$ cat src/websocket_frame_deframer_defines.svh
// ----------------------------------------------------------------------------
// WebSocket frame deframer: assertion macros
// Concurrent assertion wrappers clocked on clk, disabled while arst_n is low.
// ----------------------------------------------------------------------------
`ifndef WEBSOCKET_FRAME_DEFRAMER_DEFINES_SVH
`define WEBSOCKET_FRAME_DEFRAMER_DEFINES_SVH

`ifndef ASSERT_OFF
`define WSDF_ASSERT_NOW(lbl, pre, post, msg) \
	lbl: assert property (@(posedge clk) disable iff (!arst_n) (pre) |-> (post)) \
		else $error(msg);
`define WSDF_ASSERT_NEXT(lbl, pre, post, msg) \
	lbl: assert property (@(posedge clk) disable iff (!arst_n) (pre) |=> (post)) \
		else $error(msg);
`else
`define WSDF_ASSERT_NOW(lbl, pre, post, msg)
`define WSDF_ASSERT_NEXT(lbl, pre, post, msg)
`endif

`endif

$ cat src/wsdf_pkg.sv
// ----------------------------------------------------------------------------
// WebSocket frame deframer package
// Shared types and constants for the deframer modules.
// ----------------------------------------------------------------------------
package wsdf_pkg;

	localparam logic [6:0]  LEN16_CODE     = 7'd126;
	localparam logic [6:0]  LEN64_CODE     = 7'd127;
	localparam logic [3:0]  EXT16_BYTES    = 4'd2;
	localparam logic [3:0]  EXT64_BYTES    = 4'd8;
	localparam logic [3:0]  KEY_BYTES      = 4'd4;
	localparam logic [31:0] MAX_LEN_RESET  = 32'd65536;

	typedef enum logic [5:0] {
		PH_HDR0    = 6'b000001,
		PH_HDR1    = 6'b000010,
		PH_EXTLEN  = 6'b000100,
		PH_KEY     = 6'b001000,
		PH_PAYLOAD = 6'b010000,
		PH_DISCARD = 6'b100000
	} phase_t;

	typedef enum logic [1:0] {
		KIND_HEADER   = 2'd0,
		KIND_PAYLOAD  = 2'd1,
		KIND_OVERSIZE = 2'd2
	} kind_t;

	typedef struct packed {
		logic [7:0] data;
		logic       last_in_buf;
	} rx_item_t;

	typedef struct packed {
		logic        valid;
		kind_t       kind;
		logic        fin;
		logic [3:0]  opcode;
		logic [63:0] length;
		logic [7:0]  pbyte;
		logic        frame_end;
	} result_t;

endpackage

$ cat src/wsdf_in_stage.sv
// ----------------------------------------------------------------------------
// Deframer input stage
// Registers one received byte; refills in the cycle it is consumed.
// ----------------------------------------------------------------------------
module wsdf_in_stage import wsdf_pkg::*; (
	input  logic     clk,
	input  logic     arst_n,
	input  logic     in_valid,
	output logic     in_ready,
	input  rx_item_t in_item,
	input  logic     step,
	output logic     valid_s1,
	output rx_item_t item_s1
);

	logic vld_s1;

	assign in_ready = !vld_s1 || step;
	assign valid_s1 = vld_s1;

	always_ff @(posedge clk or negedge arst_n) begin
		if (!arst_n) begin
			vld_s1 <= 1'b0;
		end else if (in_valid && in_ready) begin
			vld_s1 <= 1'b1;
		end else if (step) begin
			vld_s1 <= 1'b0;
		end
	end

	always_ff @(posedge clk) begin
		if (in_valid && in_ready) begin
			item_s1 <= in_item;
		end
	end

endmodule

$ cat src/wsdf_parser.sv
// ----------------------------------------------------------------------------
// Deframer header parser and payload unmasker
// Holds the parse state and the size limit; forms at most one result a byte.
// ----------------------------------------------------------------------------
`include "websocket_frame_deframer_defines.svh"

module wsdf_parser import wsdf_pkg::*; (
	input  logic        clk,
	input  logic        arst_n,
	input  logic        cfg_valid,
	input  logic [31:0] cfg_data,
	input  logic        step,
	input  rx_item_t    item,
	output result_t     res
);

	phase_t      phase_q, phase_d;
	logic [3:0]  cnt_q, cnt_d;
	logic        fin_q, fin_d;
	logic [3:0]  op_q, op_d;
	logic        mask_q, mask_d;
	logic [63:0] len_q, len_d;
	logic [31:0] key_q, key_d;
	logic [63:0] idx_q, idx_d;
	logic [31:0] max_q;

	logic [7:0]  b;
	logic [7:0]  kb;
	logic        len_done;
	logic        hdr_done;
	logic        over;
	logic        last;

	assign b = item.data;

	always_comb begin
		case (idx_q[1:0])
			2'd0:    kb = key_q[31:24];
			2'd1:    kb = key_q[23:16];
			2'd2:    kb = key_q[15:8];
			default: kb = key_q[7:0];
		endcase
	end

	always_comb begin
		phase_d   = phase_q;
		cnt_d     = cnt_q;
		fin_d     = fin_q;
		op_d      = op_q;
		mask_d    = mask_q;
		len_d     = len_q;
		key_d     = key_q;
		idx_d     = idx_q;
		len_done  = 1'b0;
		hdr_done  = 1'b0;
		last      = 1'b0;
		res.valid = 1'b0;
		res.kind  = KIND_HEADER;
		res.pbyte = 8'd0;
		res.frame_end = 1'b0;

		case (phase_q)
			PH_HDR1: begin
				mask_d = b[7];
				len_d  = '0;
				if (b[6:0] == LEN16_CODE) begin
					cnt_d   = EXT16_BYTES;
					phase_d = PH_EXTLEN;
				end else if (b[6:0] == LEN64_CODE) begin
					cnt_d   = EXT64_BYTES;
					phase_d = PH_EXTLEN;
				end else begin
					len_d    = {57'd0, b[6:0]};
					len_done = 1'b1;
				end
			end
			PH_EXTLEN: begin
				len_d = {len_q[55:0], b};
				cnt_d = cnt_q - 4'd1;
				if (cnt_d == 4'd0) begin
					len_done = 1'b1;
				end
			end
			PH_KEY: begin
				key_d = {key_q[23:0], b};
				cnt_d = cnt_q - 4'd1;
				if (cnt_d == 4'd0) begin
					hdr_done = 1'b1;
				end
			end
			PH_PAYLOAD: begin
				idx_d = idx_q + 64'd1;
				last  = (idx_d >= len_q);
				if (last) begin
					phase_d = PH_HDR0;
				end
				res.valid     = 1'b1;
				res.kind      = KIND_PAYLOAD;
				res.pbyte     = b ^ kb;
				res.frame_end = last;
			end
			PH_DISCARD: begin
				if (item.last_in_buf) begin
					phase_d = PH_HDR0;
				end
			end
			default: begin
				fin_d   = b[7];
				op_d    = b[3:0];
				phase_d = PH_HDR1;
			end
		endcase

		if (len_done) begin
			key_d = '0;
			if (mask_d) begin
				cnt_d   = KEY_BYTES;
				phase_d = PH_KEY;
			end else begin
				hdr_done = 1'b1;
			end
		end

		over = (len_d[63:32] != 32'd0) || (len_d[31:0] > max_q);

		if (hdr_done) begin
			res.valid = 1'b1;
			if (over) begin
				phase_d       = item.last_in_buf ? PH_HDR0 : PH_DISCARD;
				res.kind      = KIND_OVERSIZE;
				res.frame_end = 1'b1;
			end else if (len_d == 64'd0) begin
				phase_d       = PH_HDR0;
				res.frame_end = 1'b1;
			end else begin
				idx_d   = '0;
				phase_d = PH_PAYLOAD;
			end
		end

		res.fin    = fin_q;
		res.opcode = op_q;
		res.length = len_d;
	end

	always_ff @(posedge clk or negedge arst_n) begin
		if (!arst_n) begin
			phase_q <= PH_HDR0;
			cnt_q   <= '0;
			fin_q   <= 1'b0;
			op_q    <= '0;
			mask_q  <= 1'b0;
			len_q   <= '0;
			key_q   <= '0;
			idx_q   <= '0;
		end else if (step) begin
			phase_q <= phase_d;
			cnt_q   <= cnt_d;
			fin_q   <= fin_d;
			op_q    <= op_d;
			mask_q  <= mask_d;
			len_q   <= len_d;
			key_q   <= key_d;
			idx_q   <= idx_d;
		end
	end

	always_ff @(posedge clk or negedge arst_n) begin
		if (!arst_n) begin
			max_q <= MAX_LEN_RESET;
		end else if (cfg_valid) begin
			max_q <= cfg_data;
		end
	end

	`WSDF_ASSERT_NOW(a_idx_below_len, phase_q == PH_PAYLOAD, idx_q < len_q, "payload index past length")
	`WSDF_ASSERT_NOW(a_key_cnt_range, phase_q == PH_KEY, (cnt_q != 4'd0) && (cnt_q <= KEY_BYTES), "key byte count out of range")
	`WSDF_ASSERT_NEXT(a_discard_after_over, step && res.valid && (res.kind == KIND_OVERSIZE) && !item.last_in_buf, phase_q == PH_DISCARD, "oversize frame not discarded")

endmodule

$ cat src/wsdf_out_stage.sv
// ----------------------------------------------------------------------------
// Deframer result register
// Holds one result until the downstream side takes it.
// ----------------------------------------------------------------------------
`include "websocket_frame_deframer_defines.svh"

module wsdf_out_stage import wsdf_pkg::*; (
	input  logic    clk,
	input  logic    arst_n,
	input  logic    load,
	input  result_t res,
	output logic    slot_free,
	output logic    out_valid,
	input  logic    out_ready,
	output result_t res_out
);

	logic    valid_q;
	result_t res_q;

	assign slot_free = !valid_q || out_ready;
	assign out_valid = valid_q;
	assign res_out   = res_q;

	always_ff @(posedge clk or negedge arst_n) begin
		if (!arst_n) begin
			valid_q <= 1'b0;
		end else if (load) begin
			valid_q <= 1'b1;
		end else if (out_ready) begin
			valid_q <= 1'b0;
		end
	end

	always_ff @(posedge clk) begin
		if (load) begin
			res_q <= res;
		end
	end

	`WSDF_ASSERT_NOW(a_no_overwrite, load && valid_q, out_ready, "result overwritten before transfer")

endmodule

$ cat src/websocket_frame_deframer.sv
// ----------------------------------------------------------------------------
// WebSocket frame deframer
// Parses a received byte stream into frame headers and unmasked payload.
//
//   channel  dir  handshake             payload
//   in       in   in_valid/in_ready     rx_byte, buffer_end
//   out      out  out_valid/out_ready   result_kind .. frame_end
//   cfg      in   cfg_valid/cfg_ready   cfg_data (max_payload_length)
//
// One byte per cycle sustained while out_ready stays high; a byte is held in
// the input register, and its result is formed by the parse logic and loaded
// into the result register, from which it transfers.
// The per-byte state update and unmask fit between those two registers.
// Reset is immediate, no clearing pass; cfg_ready is always high.
// A stalled result stops the parser; the input register then takes one more
// byte only while it is empty.
// ----------------------------------------------------------------------------
module websocket_frame_deframer import wsdf_pkg::*; (
	input  logic        clk,
	input  logic        arst_n,
	input  logic        in_valid,
	output logic        in_ready,
	input  logic [7:0]  rx_byte,
	input  logic        buffer_end,
	output logic        out_valid,
	input  logic        out_ready,
	output logic [1:0]  result_kind,
	output logic        final_fragment,
	output logic [3:0]  frame_opcode,
	output logic [63:0] payload_length,
	output logic [7:0]  payload_byte,
	output logic        frame_end,
	input  logic        cfg_valid,
	output logic        cfg_ready,
	input  logic [31:0] cfg_data
);

	rx_item_t in_item;
	rx_item_t item_s1;
	logic     valid_s1;
	logic     step;
	logic     slot_free;
	result_t  res;
	result_t  res_out;

	assign in_item.data        = rx_byte;
	assign in_item.last_in_buf = buffer_end;
	assign step                = valid_s1 && slot_free;
	assign cfg_ready           = 1'b1;

	wsdf_in_stage u_in (
		.clk      (clk),
		.arst_n   (arst_n),
		.in_valid (in_valid),
		.in_ready (in_ready),
		.in_item  (in_item),
		.step     (step),
		.valid_s1 (valid_s1),
		.item_s1  (item_s1)
	);

	wsdf_parser u_parser (
		.clk       (clk),
		.arst_n    (arst_n),
		.cfg_valid (cfg_valid),
		.cfg_data  (cfg_data),
		.step      (step),
		.item      (item_s1),
		.res       (res)
	);

	wsdf_out_stage u_out (
		.clk       (clk),
		.arst_n    (arst_n),
		.load      (step && res.valid),
		.res       (res),
		.slot_free (slot_free),
		.out_valid (out_valid),
		.out_ready (out_ready),
		.res_out   (res_out)
	);

	assign result_kind    = res_out.kind;
	assign final_fragment = res_out.fin;
	assign frame_opcode   = res_out.opcode;
	assign payload_length = res_out.length;
	assign payload_byte   = res_out.pbyte;
	assign frame_end      = res_out.frame_end;

endmodule
$ cat config.mk
export PLATFORM = sky130hd
export DESIGN_NAME = websocket_frame_deframer
export DESIGN_NICKNAME = d
export VERILOG_FILES = /design/src/wsdf_pkg.sv /design/src/wsdf_in_stage.sv /design/src/wsdf_parser.sv /design/src/wsdf_out_stage.sv /design/src/websocket_frame_deframer.sv
export VERILOG_INCLUDE_DIRS = /design/src /design/src/src
export SDC_FILE = /design/constraint.sdc
export NUM_CORES = 1
export LEC_CHECK = 0
export BUFFER_PORTS_ARGS = -buffer_cell sky130_fd_sc_hd__buf_2
export CAP_MARGIN = 25
export CORE_MARGIN = 1
export CORE_UTILIZATION = 42
export CTS_BUF_LIST = sky130_fd_sc_hd__clkbuf_2
export DETAILED_ROUTE_END_ITERATION = 10
export GPL_TIMING_DRIVEN = 1
export SYNTH_ARGS = -nofsm -noshare
export SYNTH_HDL_FRONTEND = slang
export SYNTH_HIERARCHICAL = 1
export SYNTH_SLANG_ARGS = --single-unit
$ cat constraint.sdc
create_clock -name clk -period 7.35 [get_ports clk]
set_input_delay 1.47 -clock clk [delete_from_list [all_inputs] [get_ports clk]]
set_output_delay 1.47 -clock clk [all_outputs]
set_load 0.05 [all_outputs]
**After elaboration in Yosys (flattened, before gate mapping)**

Cells that the tools add are included.
Widths: inputs -> output; s select.

- Output and inout port bits: 83
- Logic and storage cells: 98
- Bits of input ports: 46
- Flip-flop bits (word level): 299

- $add $sub $neg: 2
- Bitwise operators: 2
- Multiplexer cells: 45
- Reductions and logical operators: 19
- Magnitude comparators: 2
- Equal/unequal tests: 9

Operator list:

| operator | count |
|---|---|
| $mux 64 | 5 |
| $pmux 64 s2 | 1 |
| $add 64x1->64 const B | 1 |
| $ge 64x64->1 | 1 |
| $logic_not 64->1 | 1 |
| $mux 32 | 2 |
| $mux 6 | 9 |
| $gt 32x32->1 | 1 |
| $reduce_bool 32->1 | 1 |
| $pmux 6 s4 | 1 |
| $pmux 8 s3 | 1 |
| $mux 4 | 4 |
| $mux 1 | 15 |
| $eq 7x7->1 const B | 2 |
| $pmux 4 s2 | 1 |
| $xor 8x8->8 | 1 |
| $mux 7 | 1 |
| $eq 6x2->1 const B | 1 |
| $eq 6x3->1 const B | 1 |
| $eq 6x4->1 const B | 1 |
| $eq 6x5->1 const B | 1 |
| $eq 6x6->1 const B | 1 |
| $mux 3 | 2 |
| $reduce_bool 2->1 | 3 |
| other kinds (15) | 21 |

**Logic depth before layout (Yosys ltp)**

- Depth in word-level cells: 10
- Mapped depth: 18
- Gate-level depth less buffers: 17

**By module**

Netlist, hierarchy kept.

Modules (own cells, without submodules):

| module | area an instance (sq um) | sequential area each (sq um) | cells each | times used |
|---|---|---|---|---|
| wsdf_parser | 13135.1 | 5207.5 | 1579 | 1 |
| wsdf_out_stage | 2479.9 | 2457.4 | 84 | 1 |
| wsdf_in_stage | 324.1 | 295.3 | 13 | 1 |
| websocket_frame_deframer | 23.8 | 0.0 | 4 | 1 |

**Worst setup path after synthesis**

No wires, ideal clock.

- Path kind: reg-to-reg
- From: register u_parser.phase_q[5]
- To: register u_out.res_q (netlist bit u_out/res_out[0]), enable pin
- Clock period less this slack: 4.290 ns
- Data required time: 6.901 ns
- Stages on the path, launching flop included: 10
- Slack: 3.060 ns
- Setup time: 0.449 ns
- Path buffers: 2
- Arrival time: 3.841 ns
- Cell sequence: dfrtp_1 > buf_6 > or4_4 > or2_1 > buf_6 > a21oi_1 > a21boi_1 > nor2_1 > nand2_1 > and3_1

RTL lines:

| item | line | text |
|---|---|---|
| start, declared | wsdf_parser.sv:17 | `phase_t phase_q, phase_d;` |
| start signal, assigned | wsdf_parser.sv:157 | `phase_q <= phase_d;` |
| end signal, assigned | wsdf_out_stage.sv:37 | `res_q <= res;` |
| end, declared | wsdf_out_stage.sv:19 | `result_t res_q;` |

==> run_results.csv <==
group,metric,value,unit
critical_path,path_buf_inv,1,
min_path,hold_end,"u_out/res_out[75]",
synth,syn_inst,1679,
floorplanning,die_h,197,um
min_path,min-delay-start,"u_parser/op_q[2]",
critical_path,cp_slowest_cell,"nand4b_1",
critical_path,crit_top_cell,"a32oi_1",
placed_design,portBuffers,127,
sta,worst_slew_pin_slew,0.927,ns
critical_path,r2r-end,"u_parser/idx_q[29]",
cts,cts_buffer_depth,3,
finish,nets,1961,
min_path,hold-path-cell-count,0,
synth,synthesis.nets,1828,
cts,clk_latency,0.97,ns
finish,stdcell_count,2381,
critical_path,crit_chain,"nor2_1, nand4b_1, buf_4, o22ai_1, ha_1, nand2_1, or4_1, nor3_1, a32oi_1, a32oi_1, nand4bb_4, and2_1, a22o_1",
sta,fmax,179,MHz
drt,ant_nets,0,
drt,dr_total_vias,13000,
critical_path,rrSetupSlack,1.75,ns
floorplanning,num_io_pins,129,
sta,hold_viol,0,
sta,final-setup-viol-count,0,
grt,use_met1,0.322,
floorplanning,rows,70,
finish,drive_gt1_frac,0.166,
sta,finalClockSkew,0.0863,ns
grt,grt_use_met3,0.0392,
pwr,total_power,6.67,mW
critical_path,end_kind,"flip-flop",
cts,cts_resized,0,
grt,grt_start_max_net_pins,129,
sta,slew_viol_final,0,
grt,gr-usage-met2,0.340,
job,maxCapViolCount,0,
pwr,power.leakage,7.96,nW
finish,syn_to_final_growth,11.4,%
grt,antenna_found_initial,1,
cts,post_cts_buffers,0,
placed_design,hpwl,29700,um
sta,slew_headroom,0.382,
critical_path,cp_slowest_stage_delay,0.61,ns
synth,syn_area_per_cell,9.49,sq um
critical_path,critical_path_peak_fanout,35,
synth,syn_area,15900,sq um
cts,cts_tree,"done",
drt,drc,0,
critical_path,path_depth,13,
min_path,hold_class,"flip-flop to flip-flop",
cts,htreeDepth,3,
grt,grt-ovfl-total,0,
drt,wl_per_cell,18.0,um
cts,clkTransAtPathRegs,0.11,ns
critical_path,r2r_start,"u_parser/phase_q[1]",
pwr,power_density,376,nW/um^2
floorplanning,die_x,197,um
drt,wirelength,42700,um
floorplanning,core-area,37000,sq um
floorplanning,start_util,0.431,
drt,dr.pass1.iters,6,
drt,drt_iter0_drc,1043,
critical_path,crit_family,"simple AND/OR/NAND/NOR gates",
critical_path,rr_worst_depth,13,
drt,vias_per_cell,5.48,
grt,grt_usage,0.224,
floorplanning,die-area,38700,sq um
status,status,"completed",
sta,layout_min_cycle_time,5.60,ns
cts,cts_buffers,79,
critical_path,required,8.16,ns
placed_design,gp_congestion,0.870,
grt,grt_pass1_vias,12500,
critical_path,crit_type,"flip-flop to flip-flop",
synth,yosys_warnings,6,
pwr,ir_drop,0.158,mV
critical_path,startpoint_type,"flip-flop",
grt,grt_pass1_wl,68300,um
cts,clkSinkCount,299,
cts,cts_hold_buf,0,
critical_path,worst_ep_arrival_time,6.41,ns
sta,rsz0062_at_grt,"false",
placed_design,dp_cells,2235,
grt,busiest_layer,"met2",
sta,fin_setup_tns,0,ns
cts,cts_root_buf,"clkbuf_2",
sta,post-route-period-util,0.762,
## layout by cell type, fill, tap and decap left out, types with 11 or more instances in the layout
cell type / instances
a21oi_1: 51
and3_1: 15
buf_2: 126
clkbuf_2: 129
dfrtp_1: 208
edfxtp_1: 89
ha_1: 103
inv_1: 115
nand2_1: 291
nand3_1: 110
nand4_1: 31
nor2_1: 62
nor3_1: 23
nor4_1: 16
o211ai_1: 11
o21ai_0: 189
o22ai_1: 54
or3_1: 14
xnor2_1: 51
xor2_1: 23
## through the flow
step / setup slack [ns] / cell area, sq um / hold slack, ns / utilization
4_1_cts: 1.85 / 17800 / 0.405 / 0.480
2_1_floorplan: 3.10 / 15900 / 0.419 / -
3_5_place_dp: 1.88 / 17000 / 0.429 / 0.460
5_1_grt: 1.48 / 17800 / 0.436 / 0.480
3_3_place_gp: 2.05 / 17000 / 0.426 / 0.459
6_report: 1.75 / 17800 / 0.408 / 0.480
## report_power, final
group / switching [mW] / leakage, nW / internal [mW]
combinational: 2.12 / 3.73 / 0.834
clock: 0.711 / 0.599 / 0.529
sequential: 0.251 / 3.62 / 2.22
total: 3.08 / 7.96 / 3.59
## state kept, by name, summed over array words and instances (netlist names), 4 cells and up
signal	flops
u_out/res_out	80
u_parser/op_q	4
u_parser/idx_q	64
u_parser/len_q	64
u_in/item_s1	9
u_parser/key_q	32
u_parser/cnt_q	4
u_parser/phase_q	6
u_parser/max_q	32
## worst register-to-register path, stage by stage (launching register included)
cell and delay (ns):
dfrtp_1 0.46, nor2_1 0.28, nand4b_1 0.61, buf_4 0.44, o22ai_1 0.40, ha_1 0.24
nand2_1 0.07, or4_1 0.57, nor3_1 0.33, a32oi_1 0.14, a32oi_1 0.60, nand4bb_4 0.60
and2_1 0.49, a22o_1 0.20
## how the worst max path moves through the flow
stage                               endpoint           startpoint  slack (ns)
after detailed placement  u_parser/idx_q[21]  u_parser/phase_q[1]        1.88
after floorplan             u_out/res_out[0]  u_parser/phase_q[5]        3.10
final                     u_parser/idx_q[29]  u_parser/phase_q[1]        1.75
after global placement    u_parser/idx_q[21]  u_parser/phase_q[1]        2.05
after CTS                 u_parser/idx_q[29]  u_parser/phase_q[1]        1.85
after global routing      u_parser/idx_q[21]  u_parser/phase_q[1]        1.48
## cell type report
class	count	area [sq um]
multi-input combinational	1179	7230
antenna	1	2.50
tap	504	631
clock buffer	129	646
inverter	115	432
sequential	299	7930
fill	3608	19200
clock inverter	16	119
timing repair buffer	138	759
## per-layer routing
metal / share of wire / vias up
met1: 0.47 / 6285
li1: - / 6271
met5: 0 / -
met2: 0.45 / 423
met3: 0.064 / 70
met4: 0.020 / 0
Power figures use the tool's default switching activity.
